$ cat src/hw/rtl/slpto_pkg.sv
// Shared types, constants and the CORDIC angle table for the time offset unit.
// No dependencies.
package slpto_pkg;
    localparam int Rings       = 64;
    localparam int RingW       = 6;
    localparam int CordicSteps = 20;
    localparam int CordicW     = 30;
    localparam int AngW        = 26;
    localparam int OfsW        = 20;
    localparam int QDepth      = 2;
    localparam logic [AngW-1:0] Deg90  = AngW'(90 * 65536);
    localparam logic [AngW-1:0] Deg360 = AngW'(360 * 65536);
    localparam logic [1:0] RegDecim = 2'd0;
    localparam logic [1:0] RegBlind = 2'd1;
    localparam logic [1:0] RegMsDeg = 2'd2;

    typedef struct packed {
        logic                     first;
        logic                     keep;
        logic signed [AngW-1:0]   yaw;
        logic [RingW-1:0]         ring;
        logic signed [24:0]       x;
        logic signed [24:0]       y;
        logic signed [24:0]       z;
        logic [15:0]              intensity;
    } t_work;

    function automatic logic [AngW-1:0] atan_lut(input logic [4:0] i);
        logic [AngW-1:0] v;
        case (i)
            5'd0: v = 26'd2949120;  5'd1: v = 26'd1740967;
            5'd2: v = 26'd919879;   5'd3: v = 26'd466945;
            5'd4: v = 26'd234379;   5'd5: v = 26'd117304;
            5'd6: v = 26'd58666;    5'd7: v = 26'd29335;
            5'd8: v = 26'd14668;    5'd9: v = 26'd7334;
            5'd10: v = 26'd3667;    5'd11: v = 26'd1833;
            5'd12: v = 26'd917;     5'd13: v = 26'd458;
            5'd14: v = 26'd229;     5'd15: v = 26'd115;
            5'd16: v = 26'd57;      5'd17: v = 26'd29;
            5'd18: v = 26'd14;      5'd19: v = 26'd7;
            5'd20: v = 26'd4;       5'd21: v = 26'd2;
            5'd22: v = 26'd1;
            default: v = '0;
        endcase
        return v;
    endfunction
endpackage

$ cat src/hw/rtl/slpto_queue.sv
// Two-word queue between front and back.
// Depends on slpto_pkg.
module slpto_queue (
    input  logic             i_clk,
    input  logic             i_rst_n,
    input  logic             i_valid,
    output logic             o_ready,
    input  slpto_pkg::t_work i_work,
    output logic             o_valid,
    input  logic             i_ready,
    output slpto_pkg::t_work o_work
);
    import slpto_pkg::*;
    t_work r_mem [QDepth];
    logic r_wp, r_rp;
    logic [1:0] r_cnt;
    logic w_push, w_pop;
    assign o_ready = r_cnt != 2'(QDepth);
    assign o_valid = r_cnt != 2'd0;
    assign o_work  = r_mem[r_rp];
    assign w_push  = i_valid && o_ready;
    assign w_pop   = o_valid && i_ready;
    always_ff @(posedge i_clk) begin
        if (!i_rst_n) begin
            r_wp <= 1'b0; r_rp <= 1'b0; r_cnt <= '0;
        end else begin
            if (w_push) r_wp <= ~r_wp;
            if (w_pop) r_rp <= ~r_rp;
            r_cnt <= r_cnt + 2'(w_push) - 2'(w_pop);
        end
    end
    always_ff @(posedge i_clk) begin
        if (w_push) r_mem[r_wp] <= i_work;
    end
endmodule

$ cat config.mk
export PLATFORM = sky130hd
export DESIGN_NAME = slpto_queue
export DESIGN_NICKNAME = d
export VERILOG_FILES = /design/src/hw/rtl/slpto_pkg.sv /design/src/hw/rtl/slpto_queue.sv
export SDC_FILE = /design/constraint.sdc
export NUM_CORES = 1
export LEC_CHECK = 0
export ABC_AREA = 1
export ABC_CLOCK_PERIOD_IN_PS = 19600
export BUFFER_PORTS_ARGS = -buffer_cell sky130_fd_sc_hd__buf_2
export CAP_MARGIN = 0
export CORE_UTILIZATION = 45
export CTS_CLUSTER_DIAMETER = 150
export DETAILED_ROUTE_END_ITERATION = 8
export PLACE_DENSITY_LB_ADDON = 0.08
export SLEW_MARGIN = 20
export SYNTH_ARGS = -nofsm -noshare
export SYNTH_HDL_FRONTEND = slang
export SYNTH_SLANG_ARGS = --single-unit
$ cat constraint.sdc
create_clock -name i_clk -period 19.6 [get_ports i_clk]
set_input_delay 0 -clock i_clk [delete_from_list [all_inputs] [get_ports i_clk]]
set_output_delay 0 -clock i_clk [all_outputs]
set_load 0.005 [all_outputs]
* After elaboration in Yosys (flattened, before gate mapping)
Memories as Yosys holds them, arrays and structs flattened. A register that Yosys moved wholly into a read port is not among the register bits.
Index checks and enable logic that the tools add are counted.
** Operators by class
- $add $sub $neg :: 2
- Equality and inequality tests :: 1
- Muxes and demuxes :: 4
- Bitwise gates (word level) :: 2
- Reductions and logical operators :: 3
** Operators with widths (count)
- 1-bit 2-to-1 mux :: 4
- 2-bit by 1-bit adder with 2-bit output :: 1
- 1-bit logical AND :: 2
- 2-bit inequality test, second input constant :: 1
- 1-bit inverter :: 2
- 2-bit nonzero test :: 1
- 2-bit by 1-bit subtractor with 2-bit output :: 1
** Word-level totals
- Register bits after elaboration :: 4
- Memory bits (writable) :: 250
- Bits of input ports :: 129
- Word-level logic and storage cells :: 16
- Memories :: 1
** Memories
- r_mem :: depth 2, bits a word 125, read ports 1, clocked after Yosys merged registers in 1, wr ports 1, RTL line slpto_queue.sv:14 : t_work r_mem [QDepth];

* Logic depth before layout (Yosys ltp)
- Depth after elaboration :: 4
- Mapped depth :: 11
- Mapped depth without buffers :: 11

* Worst setup path before layout
No wires, ideal clock.
- Path kind :: reg-to-reg
- Start point :: register r_cnt[0]
- End point :: memory r_mem[0][0] (netlist name) (enable)
- Setup time :: 0.610 ns
- Arrival :: 5.778 ns
- Data required time :: 18.990 ns
- Setup slack :: 13.212 ns
- Cell stages (with the launch flop) :: 5
- Buffers on the path :: 0
- Period minus slack after synthesis :: 6.388 ns
- Cells stage by stage :: dfxtp_1 > inv_1 > nand2_1 > nand2_1 > nor2_1
** Between the ends
- Longest elaborated chain between the ends :: 4
** Ends and longest elaborated chain
- start, declared :: RTL line slpto_queue.sv:16 : logic [1:0] r_cnt;
- start signal, assigned :: RTL line slpto_queue.sv:29 : r_cnt <= r_cnt + 2'(w_push) - 2'(w_pop);
- 2-bit inequality test :: RTL line slpto_queue.sv:18 : assign o_ready = r_cnt != 2'(QDepth);
- named net o_ready :: RTL line slpto_queue.sv:7 : output logic o_ready,
- 1-bit logical AND :: RTL line slpto_queue.sv:21 : assign w_push = i_valid && o_ready;
- 1-bit 2-to-1 mux :: RTL line slpto_queue.sv:33 : if (w_push) r_mem[r_wp] <= i_work;
- 1-bit 2-to-1 mux (implied by the code) :: RTL line slpto_queue.sv:33
- end, declared :: RTL line slpto_queue.sv:14
The timed path passes the listed nets, and every way through them passes these cells.

==> run_results.csv <==
group,metric,value,unit
clocking,cts.path.max_buffers,3,
placed_design,gp_congestion,0.738,
clocking,cts-resized-gates,0,
synthesis,ys_top_cells_by_area,"edfxtp_1 (79%), mux2_2 (8.9%), mux2_4 (7.9%)",
detailed_routing,drcViolationCount,0,
global_routing,first_global_vias,5776,
final_layout,syn2layout_area_growth,38.7,%
pwr,powerDensity,117,nW/µm²
timing,worst_pin_slew,1090,ps
flow_run,maxCapViolCount,0,
timing,fmax,0.337,GHz
clocking,tritoncts,"yes",
synthesis,synth.distinct_cells,12,
pwr,p_leak,5.07,nW
placed_design,hpwl,11600,µm
critical_path,worst_setup_path_start_kind,"flip-flop",
critical_path,arrival,2970,ps
placed_design,io_buffers,255,
timing,finalSetupViolCount,0,
worst_hold_path,hold_path_class,"input port to flip-flop",
final_layout,fin_cells,1115,
pwr,ir_worst_vdd,0.0000760,V
clocking,cts_buffers,26,
detailed_routing,drt_wl_total,18800,µm
critical_path,crit_type,"flip-flop to output port",
synthesis,netlist_top_cells_count,"edfxtp_1 (250), mux2_2 (75), mux2_4 (50)",
synthesis,synth_seq_area_share,80.4,%
timing,worst_hold_slack,199,ps
critical_path,required,19600,ps
floorplan,die_area,21600,µm²
clocking,post_cts_buffers,0,
clocking,path_clk_slew,60,ps
global_routing,grt_use_total,17.6,%
floorplan,row_count,52,
timing,slew_headroom,27.4,%
synthesis,yosysMostFrequentCell,"edfxtp_1",
floorplan,start_util,46.3,%
final_layout,drive_gt1_share,49.9,%
synthesis,synth_edf_count,250,
critical_path,cp-end-kind,"output port",
floorplan,ioPinCount,256,
clocking,clock_sinks,255,
synthesis,yosys.area.top_type_share,79.4,%
synthesis,netlist_instances,425,
timing,rsz0062_at_grt,"false",
floorplan,core,20400,µm²
critical_path,crit_path_max_fanout,65,
detailed_routing,dr.pass1.iters,4,
timing,period_minus_slack,2970,ps
synthesis,yosys.area.top_type,"edfxtp_1",
detailed_routing,avgViaCountPerCell,4.67,
synthesis,synth_area,9460,µm²
synthesis,yosys_warnings,0,
global_routing,grt_antenna_before_repair,1,
floorplan,dieHeight,147,µm
detailed_routing,via_count,5202,
timing,hold_viol,0,
timing,finalClockSkew,15.8,ps
clocking,cts_root_buf,"clkbuf_16",
detailed_routing,ant_nets,0,
placed_design,post-place-cells,940,
synthesis,async_flop_share,0,%
synthesis,syn_avg_cell_area,22.3,µm²
synthesis,synth_nets,556,
global_routing,grt_pass1_wl,29400,µm
floorplan,fp.dieW,147,µm
final_layout,layout.nets,957,
synthesis,ys.flop_type,"edfxtp_1",
global_routing,overflow,0,
placed_design,dpl-instance-area,11000,µm²
timing,tns,0,ps
detailed_routing,avgRoutedWirePerCell,16.9,µm
timing,slew_violations,0,
clocking,clk_latency,510,ps
clocking,cts_max_level,1,
run_status,status,"finished, final reports clean",
synthesis,ys_seq_elements,255,
final_layout,postLayoutCellArea,13100,µm²
detailed_routing,drt-initial-drc-count,267,
timing,finalCritPeriodShare,15.2,%
global_routing,grt_max_degree,79,
-- kinds of logic after synthesis --
logic type                 Yosys count  synth area share [%]
buffers and inverters               21                  1.48
muxes                              125                  16.9
adders and majority gates            2                 0.265
DFF                                255                  80.4
and+or+nand+nor                     20                 0.833
AOI/OAI and AO/OA                    2                 0.106
-- critical path, cell delays in order (launching register included) --
cell	delay, ps
dfxtp_4	890
buf_4	920
mux2_2	410
buf_2	130
-- final cells by class --
class | instances | area, µm²
antenna | 1 | 2.50
clock buffer | 31 | 691
clock inverter | 15 | 140
fill | 1481 | 7310
inverter | 7 | 28.8
multi-input combinational | 149 | 1720
sequential | 255 | 7610
tap | 270 | 338
timing repair buffer | 387 | 2590
-- sequential cells by signal (all words and copies together) (netlist names), named ones only --
signal  cells
r_rp        1
r_wp        1
r_cnt       2
r_mem     250
-- layout by cell type (no fill, tap or decap), types with 6 or more instances in the layout --
master         synthesis  final
nor2_1                 8      7
mux2_2                75     75
mux2_4                50     50
edfxtp_1             250    250
buf_2                  7    255
nand2_1                9      9
clkinv_1               0      8
inv_1                  7      6
dlygate4sd3_1          0    128
clkbuf_16              0     27
-- per-layer routing --
metal | vias to the layer above | part of all wire, % | track usage, % | wire, µm
met5 | - | 0 | 0 | 0
met4 | 0 | 1.9 | 4.85 | 356
met3 | 27 | 8.2 | 5.47 | 1540
met2 | 184 | 50 | 31.6 | 9430
met1 | 2514 | 40 | 20.1 | 7490
li1 | 2477 | - | - | -
-- path summary, 6_finish.rpt --
path / cells past startpoint / slack, ps / end / startpoint
worst max-delay path: 3 / 16630 / o_work[2] / flip-flop
worst min-delay path: 2 / 200 / r_mem[0][36]$_DFFE_PP_ / i_work[36]
worst max register to register: 5 / 16940 / r_mem[1][90]$_DFFE_PP_ / r_cnt[0]$_SDFF_PN0_
worst min register to register: 2 / 520 / r_rp$_SDFFE_PN0P_ / r_rp$_SDFFE_PN0P_
-- where the power goes --
part / switching [mW] / internal (mW)
combinational: 0.149 / 0.180
clock: 0.188 / 0.288
sequential: 0.0340 / 0.691
-- through the flow --
stage | worst slack [ps] | util [%] | power (mW)
floorplan | 13210 | - | 0.929
global placement | 17060 | 53.8 | 1.04
detailed placement | 16950 | 53.8 | 1.05
CTS | 16520 | 64.2 | 1.55
global route | 16430 | 64.2 | 1.60
finish | 16630 | 64.2 | 1.53
-- timing repair --
action,in CTS,in global routing
setup endpoints to repair,0,0
hold buffers,128,0
endpoints found under the hold margin,255,0
No activity file was read; power rests on OpenSTA's default activity.
