## src/hw/rtl/slpto_pkg.sv

```systemverilog
// Shared types, constants and the CORDIC angle table for the time offset unit.
// No dependencies.
package slpto_pkg;
    localparam int Rings       = 64;
    localparam int RingW       = 6;
    localparam int CordicSteps = 20;
    localparam int CordicW     = 30;
    localparam int AngW        = 26;
    localparam int OfsW        = 20;
    localparam int QDepth      = 2;
    localparam logic [AngW-1:0] Deg90  = AngW'(90 * 65536);
    localparam logic [AngW-1:0] Deg360 = AngW'(360 * 65536);
    localparam logic [1:0] RegDecim = 2'd0;
    localparam logic [1:0] RegBlind = 2'd1;
    localparam logic [1:0] RegMsDeg = 2'd2;

    typedef struct packed {
        logic                     first;
        logic                     keep;
        logic signed [AngW-1:0]   yaw;
        logic [RingW-1:0]         ring;
        logic signed [24:0]       x;
        logic signed [24:0]       y;
        logic signed [24:0]       z;
        logic [15:0]              intensity;
    } t_work;

    function automatic logic [AngW-1:0] atan_lut(input logic [4:0] i);
        logic [AngW-1:0] v;
        case (i)
            5'd0: v = 26'd2949120;  5'd1: v = 26'd1740967;
            5'd2: v = 26'd919879;   5'd3: v = 26'd466945;
            5'd4: v = 26'd234379;   5'd5: v = 26'd117304;
            5'd6: v = 26'd58666;    5'd7: v = 26'd29335;
            5'd8: v = 26'd14668;    5'd9: v = 26'd7334;
            5'd10: v = 26'd3667;    5'd11: v = 26'd1833;
            5'd12: v = 26'd917;     5'd13: v = 26'd458;
            5'd14: v = 26'd229;     5'd15: v = 26'd115;
            5'd16: v = 26'd57;      5'd17: v = 26'd29;
            5'd18: v = 26'd14;      5'd19: v = 26'd7;
            5'd20: v = 26'd4;       5'd21: v = 26'd2;
            5'd22: v = 26'd1;
            default: v = '0;
        endcase
        return v;
    endfunction
endpackage

```

## src/hw/rtl/slpto_back.sv

```systemverilog
// Back: per-ring tables, offset scaling, wrap and output register.
// Depends on slpto_pkg.
module slpto_back (
    input  logic               i_clk,
    input  logic               i_rst_n,
    input  logic               i_valid,
    output logic               o_ready,
    input  slpto_pkg::t_work   i_work,
    input  logic [15:0]        i_ms_deg,
    output logic               o_valid,
    input  logic               i_ready,
    output logic               o_keep,
    output logic [19:0]        o_time_ofs,
    output logic signed [24:0] o_out_x,
    output logic signed [24:0] o_out_y,
    output logic signed [24:0] o_out_z,
    output logic [15:0]        o_out_intensity
);
    import slpto_pkg::*;

    typedef enum logic [3:0] {
        S_IDLE = 4'b0001, S_RD = 4'b0010, S_MUL = 4'b0100, S_FIN = 4'b1000
    } t_state;

    t_state r_state, n_state;
    logic [Rings-1:0] r_seen;
    logic signed [AngW-1:0] r_fyaw [Rings];
    logic [OfsW-1:0] r_lofs [Rings];
    logic signed [AngW-1:0] r_rd_yaw;
    logic [OfsW-1:0] r_rd_lofs;
    logic r_rd_seen;
    t_work r_w;
    logic [41:0] r_prod, r_turn;
    logic [AngW-1:0] w_diff;
    logic signed [AngW:0] w_d;
    logic [21:0] w_ofs, w_tot;
    logic [19:0] w_fin;
    logic w_in_tab;

    assign o_ready = r_state == S_IDLE;
    assign w_in_tab = 32'(r_w.ring) < Rings;

    always_comb begin
        w_d = (AngW+1)'(r_rd_yaw) - (AngW+1)'(r_w.yaw);
        if (r_w.yaw > r_rd_yaw) w_d = w_d + (AngW+1)'(Deg360);
        w_diff = w_d[AngW] ? '0 : w_d[AngW-1:0];
        w_ofs = 22'((r_prod + 42'(1 << 21)) >> 22);
        w_tot = 22'((r_turn + 42'(1 << 21)) >> 22);
        if (w_ofs < 22'(r_rd_lofs)) w_ofs = w_ofs + w_tot;
        if (!r_rd_seen || !w_in_tab) w_fin = '0;
        else if (w_ofs > 22'hFFFFF) w_fin = 20'hFFFFF;
        else w_fin = w_ofs[19:0];
    end

    always_comb begin
        n_state = r_state;
        unique case (r_state)
            S_IDLE: if (i_valid) n_state = S_RD;
            S_RD:   n_state = S_MUL;
            S_MUL:  n_state = S_FIN;
            S_FIN:  if (!o_valid || i_ready) n_state = S_IDLE;
            default: n_state = S_IDLE;
        endcase
    end

    always_ff @(posedge i_clk) begin
        if (!i_rst_n) begin
            r_state <= S_IDLE;
            r_seen  <= '0;
            o_valid <= 1'b0;
        end else begin
            r_state <= n_state;
            if (r_state == S_IDLE && i_valid && i_work.first) r_seen <= '0;
            if (r_state == S_FIN && (!o_valid || i_ready)) begin
                o_valid <= 1'b1;
                if (w_in_tab) r_seen[r_w.ring] <= 1'b1;
            end else if (o_valid && i_ready) begin
                o_valid <= 1'b0;
            end
        end
    end

    always_ff @(posedge i_clk) begin
        if (r_state == S_IDLE && i_valid) begin
            r_w       <= i_work;
            r_rd_seen <= r_seen[i_work.ring] && !i_work.first;
        end
        if (r_state == S_RD) begin
            r_rd_yaw  <= r_fyaw[r_w.ring];
            r_rd_lofs <= r_lofs[r_w.ring];
        end
        if (r_state == S_MUL) begin
            r_prod <= 42'(w_diff) * 42'(i_ms_deg);
            r_turn <= 42'(Deg360) * 42'(i_ms_deg);
        end
        if (r_state == S_FIN && (!o_valid || i_ready)) begin
            if (w_in_tab) begin
                r_lofs[r_w.ring] <= w_fin;
                if (!r_rd_seen) r_fyaw[r_w.ring] <= r_w.yaw;
            end
            o_keep          <= r_w.keep;
            o_time_ofs      <= w_fin;
            o_out_x         <= r_w.x;
            o_out_y         <= r_w.y;
            o_out_z         <= r_w.z;
            o_out_intensity <= r_w.intensity;
        end
    end
endmodule

```

## config.mk

```make
export PLATFORM = sky130hd
export DESIGN_NAME = slpto_back
export DESIGN_NICKNAME = d
export VERILOG_FILES = /design/src/hw/rtl/slpto_pkg.sv /design/src/hw/rtl/slpto_back.sv
export SDC_FILE = /design/constraint.sdc
export NUM_CORES = 2
export LEC_CHECK = 0
export BUFFER_PORTS_ARGS = -buffer_cell sky130_fd_sc_hd__buf_2
export CORE_ASPECT_RATIO = 1.1
export CORE_MARGIN = 4
export CORE_UTILIZATION = 30
export DETAILED_ROUTE_END_ITERATION = 10
export SLEW_MARGIN = 20
export SYNTH_ARGS = -nofsm -noshare
export SYNTH_HDL_FRONTEND = slang
export SYNTH_SLANG_ARGS = --single-unit
```

## constraint.sdc

```tcl
create_clock -name i_clk -period 18.15 [get_ports i_clk]
set_input_delay 0 -clock i_clk [delete_from_list [all_inputs] [get_ports i_clk]]
set_output_delay 0 -clock i_clk [all_outputs]
set_load 0.05 [all_outputs]
```

After elaboration in Yosys (flattened, before gate mapping)
Memory sizes are Yosys's and may differ from the RTL's. A register that Yosys moved wholly into a read port is not among the register bits.
Cells that the tools add are included.
Storage, ports and cells
  memory bits (writable): 2944
  register bits after elaboration: 370
  memories kept: 2
Memory list
  r_fyaw: words 64, bits a word 26, rd ports 1, clocked after memory_dff 1, wr ports 1, RTL line slpto_back.sv:27  | logic signed [AngW-1:0] r_fyaw [Rings];
  r_lofs: words 64, bits a word 20, rd ports 1, clocked after memory_dff 1, wr ports 1, RTL line slpto_back.sv:28  | logic [OfsW-1:0] r_lofs [Rings];
Cells by class
  equal/unequal tests: 6
  reductions and logical operators: 11
  multiply operators: 2
  multiplexer cells: 22
  add/subtract/negate cells: 5
  bitwise operators: 1
  order comparisons: 6
Operators with widths (count)
  64-bit 2-to-1 mux: 3
  64-bit bitwise OR: 1
  41-bit by 22-bit adder with 42-bit output, second input constant: 1
  42-bit by 22-bit adder with 42-bit output, second input constant: 1
  26-bit by 16-bit multiplier with 42-bit output: 1
  20-bit 2-to-1 mux: 2
  27-bit by 25-bit adder with 27-bit output, second input constant: 1
  27-bit 2-to-1 mux: 1
  26-bit by 26-bit subtractor with 27-bit output: 1
  26-bit greater-than comparator: 1
  26-bit 2-to-1 mux: 1
  22-bit by 20-bit greater-than comparator with 1-bit output, second input constant: 1
  6-bit by 16-bit multiplier with 22-bit output, first input constant: 1
  22-bit 2-to-1 mux: 1
  20-bit by 20-bit adder with 21-bit output: 1
  20-bit less-than comparator: 1
  4-bit case mux with 4 select lines: 1
  6-bit by 7-bit less-than comparator with 1-bit output, second input constant: 2
  1-bit 2-to-1 mux: 9
  4-bit 2-to-1 mux: 2
  1-bit binary-select mux with 6-bit select: 1
  1-bit demux with 6-bit select: 1
  6-bit by 1-bit greater-or-equal comparator with 1-bit output, second input constant: 1
  1-bit logical AND: 6
  9 further kinds: 11

Logic depth before layout (Yosys ltp)
  word-level depth: 7
  depth in mapped cells: 43

Worst setup path before layout
OpenSTA, ideal clock, no wires.
  path kind: register -> register
  from: register r_w[97] in the netlist's numbering
  to: register r_prod[31], data pin
  path slack: 8.483 ns
  cell stages (with the launch flop): 38
  required time: 17.885 ns
  arrival time: 9.402 ns
  path buffers: 3
  cell sequence: edfxtp_1 ha_1 fa_1 nand2b_1 a21o_1 a211o_1 a21oi_2 o221ai_1 xnor2_1 buf_2 nor2_1 o31ai_2 o21ai_2 buf_2 nor2_1 clkbuf_1 nand2_1 fa_1 [... 2 more ...] fa_1 fa_1 fa_1 inv_1 fa_1 inv_1 ha_1 a21oi_1 o21ai_0 a21o_1 a221o_1 a31oi_1 and2_1 a32oi_1 nand2_1 o21ai_0 a31oi_1 xnor2_1
Between the ends
  cells in the longest elaborated chain, start to end: 5
Ends and longest elaborated chain
  start: declaration: RTL line slpto_back.sv:32  | t_work r_w;
  start signal: assignment: RTL line slpto_back.sv:85  | r_w <= i_work;
  26-bit by 26-bit subtractor with 27-bit output: RTL line slpto_back.sv:44  | w_d = (AngW+1)'(r_rd_yaw) - (AngW+1)'(r_w.yaw);
  27-bit by 25-bit adder with 27-bit output: RTL line slpto_back.sv:45  | if (r_w.yaw > r_rd_yaw) w_d = w_d + (AngW+1)'(Deg360);
  27-bit 2-to-1 mux *: RTL line slpto_back.sv:45
  26-bit 2-to-1 mux *: RTL line slpto_back.sv:46  | w_diff = w_d[AngW] ? '0 : w_d[AngW-1:0];
  26-bit by 16-bit multiplier with 42-bit output *: RTL line slpto_back.sv:93  | r_prod <= 42'(w_diff) * 42'(i_ms_deg);
  end signal: assignment: RTL line slpto_back.sv:93
  end: declaration: RTL line slpto_back.sv:33  | logic [41:0] r_prod, r_turn;
Every way passes the cells marked *; elsewhere a longest branch is shown, timed or not.
A chain may end at the register's enable or synchronous reset.

Worst setup path after layout
  from: register r_w[102] in the netlist's numbering
  to: register r_prod[31], data pin
The elaborated chain is that of the path after synthesis.

==> metrics.yaml <==
power-per-cell-area_nw_per_um2: 162
p_leak_nw: 52.8
dp_hpwl_mm: 250
grt_usage_pct: 18.2
fin_crit_ps: 11730
fmax_ghz: 0.0852
die_w_um: 652
drtIter0Drc: 11700
h-tree-depth: 5
grt_first_pass_wirelength_mm: 619
crit_buf_inv: 9
setup_violations: 0
worst_pin_slew_ps: 1260
ys_ff_latch: 3337
drc: 0
fin_util_pct: 35.3
dr.pass1.iters: 9
gp_congestion: 0.857
slew_viol_final: 0
synthMuxAreaShare_pct: 0.375
cts_buffers: 343
cp_slowest_stage_delay_ps: 690
grt_start_max_net_pins: 96
reg2reg_depth: 38
synth_compound_area_share_pct: 12.1
hp-class: "in2reg"
routed_wl_mm: 440
core_um2: 455000
cts.sinks: 3337
antenna_found_initial: 42
root_buffer: "clkbuf_16"
setup_slack_ps: 6420
die_h_um: 717
ys.flop_type: "edfxtp_1"
grt_pass1_vias: 83100
io_buffers: 258
synth_async_sr_flop_share_pct: 0
die_area_um2: 468000
rsz0062_at_grt: "false"
required_ps: 18780
drive_gt1_share_pct: 13.7
outcome: "completed"
vias: 83800
slowest_stage: "xnor2_1"
cts_buffer_depth: 4
synthAdderAreaFrac_pct: 7.28
grt-ovfl-total: 0
tns_ps: 0
drtAntennaViolNets: 0
reg2reg_to: "r_prod[31]"
relSlewSlack_pct: 15.5
drv_cap: 0
synthCells: 8416
area_delta_synth_final_pct: 17.4
rrSetupSlack_ps: 6420
irDropWorstVdd_uv: 515
min_to: "r_w[115]"
syn_nets: 9142
num_io_pins: 259
p_total_w: 0.0260
syn_area_um2: 137000
num-fill-cells: 42600
cts_tree: "done"
synth-edff-count: 3268
yosys.area_share.simple_pct: 4.23
syn_area_per_cell_um2: 16.3
cp-end-kind: "flop"
cp.depth: 38
synth_warnings: 0
critPathKind: "reg2reg"
hold_viol: 0
synth_top_family_by_area: "compound AO/OA/AOI/OAI gates"
clkTransAtPathRegs_ps: 60
finalNetCount: 9787
cp_top_family: "adder cells"
ys_seq_area_share_pct: 72.6
num_rows: 260
cts_setup_buffers: 0
worstHoldPathCells: 2
finClkSkew_ps: 66.0
via_per_inst: 5.45
synth_cell_types: 77
clk_latency_ps: 940
post-route-period-util_pct: 64.6
cp_max_fo: 65
wire_per_inst_um: 28.6
rr_startpoint: "r_w[102]"
arrival_ps: 12360
synth_xor_area_share_pct: 0.700
hp-start: "i_work[115]"
start_util_pct: 30.1
pre_cts_slack_ps: 6520
startpoint_type: "flop"
Yosys cell counts, types with 5 or more instances:
library cell,number,area (um2)
and3_1,32,200
edfxtp_1,3268,98100
nor3b_1,10,75.1
dfxtp_1,69,1380
o21a_1,7,52.6
nand3_1,59,295
inv_1,482,1810
a21boi_0,6,45.0
a21oi_1,235,1180
a21o_1,43,323
a22oi_1,858,6440
ha_1,220,2750
a211oi_1,5,37.5
o21bai_1,11,82.6
and2_1,154,963
clkbuf_1,395,1480
nor2_1,152,571
a22o_1,309,2710
a31oi_1,317,1980
nor2b_1,86,538
and4_1,6,52.6
xnor2_1,63,552
buf_2,18,90.1
o2111ai_1,6,52.6
nand2b_1,17,106
o211ai_1,8,60.1
buf_1,84,315
o21ai_0,66,330
xor2_1,41,359
nor3_1,115,576
nor4b_1,5,43.8
nand2_1,346,1300
fa_1,361,7230
a221oi_1,311,2720
nand4_1,81,507
mux4_2,21,473
nor4_1,63,394
cell usage in the layout (no fill, tap or decap), types with 74 or more instances in the layout:
cell type      count
a21oi_1          220
a221oi_1         311
a22o_1           309
a22oi_1          858
a31oi_1          315
and2_1           152
buf_2            258
buf_4            291
clkbuf_16        349
clkinv_1          82
dlygate4sd3_1    240
edfxtp_1        3268
fa_1             361
ha_1             220
inv_1            482
nand2_1          342
nand4_1           81
nor2_1            77
nor2_2            74
nor2b_1           83
timing repair:
item                      4_1_cts  5_1_grt
hold endpoints to repair      236        0
resized for setup               0        0
hold buffers                  240        0
flip-flops by register name, indices dropped and copies added, names as in the netlist, 21 cells and up:
name and flops:
r_seen 64, o_out_z 25, r_w 124, r_prod 21, r_rd_yaw 26, r_lofs 1280, r_fyaw 1664, o_out_x 25
o_out_y 25
per-layer routing:
layer | share of wire [%] | vias up | global-route usage, %
met4 | 4.5 | 14 | 7.43
li1 | - | 34600 | -
met5 | 0.023 | - | 0
met1 | 39 | 43300 | 24.3
met2 | 47 | 5090 | 29.4
met3 | 10 | 793 | 3.16
report_power, final:
| part | internal [W] | switching, W |
|---|---|---|
| logic | 0.00369 | 0.00644 |
| clock network | 0.00402 | 0.00297 |
| registers | 0.00886 | 0.0000189 |
| total | 0.0166 | 0.00943 |
cells by family (layout without fill, tap and decap cells):
group,Yosys count,in the layout
XOR/XNOR,107,107
adder cells (fa/ha/maj),581,581
buffers and inverters,982,1908
AO/OA/AOI/OAI,2235,2235
other,0,29
flip-flops,3337,3337
AND/OR/NAND/NOR,1149,1149
multiplexers,25,25
worst max-delay path by stage:
stage / start / end / slack (ps)
after floorplan: r_w[97] / r_prod[31] / 8480
after global placement: r_w[102] / r_prod[31] / 6720
after detailed placement: r_w[102] / r_prod[31] / 6520
after CTS: r_w[102] / r_prod[31] / 6420
after global routing: r_w[102] / r_prod[31] / 5810
final: r_w[102] / r_prod[31] / 6420
final cells by class:
type / instances / area [um2] / share of cell area (%)
Clock buffer: 409 / 8960 / 5.57
Inverter: 482 / 1810 / 1.12
Multi-Input combinational cell: 4097 / 34700 / 21.6
Sequential cell: 3337 / 99500 / 61.9
Clock inverter: 217 / 2180 / 1.36
Tap cell: 6026 / 7540 / 4.69
Antenna cell: 29 / 72.6 / 0.0451
Timing Repair Buffer: 800 / 6100 / 3.79
per-stage QoR:
| stage | hold slack, ps | cell area [um2] | instances |
|---|---|---|---|
| after floorplan | 98.9 | 137000 | 8416 |
| after global placement | 176 | 147000 | 14500 |
| after detailed placement | 178 | 147000 | 14500 |
| after CTS | 17.7 | 161000 | 15400 |
| after global routing | 31.5 | 161000 | 15400 |
| final | 38.4 | 161000 | 15400 |
Note: power is estimated with default switching activity, not from simulation.
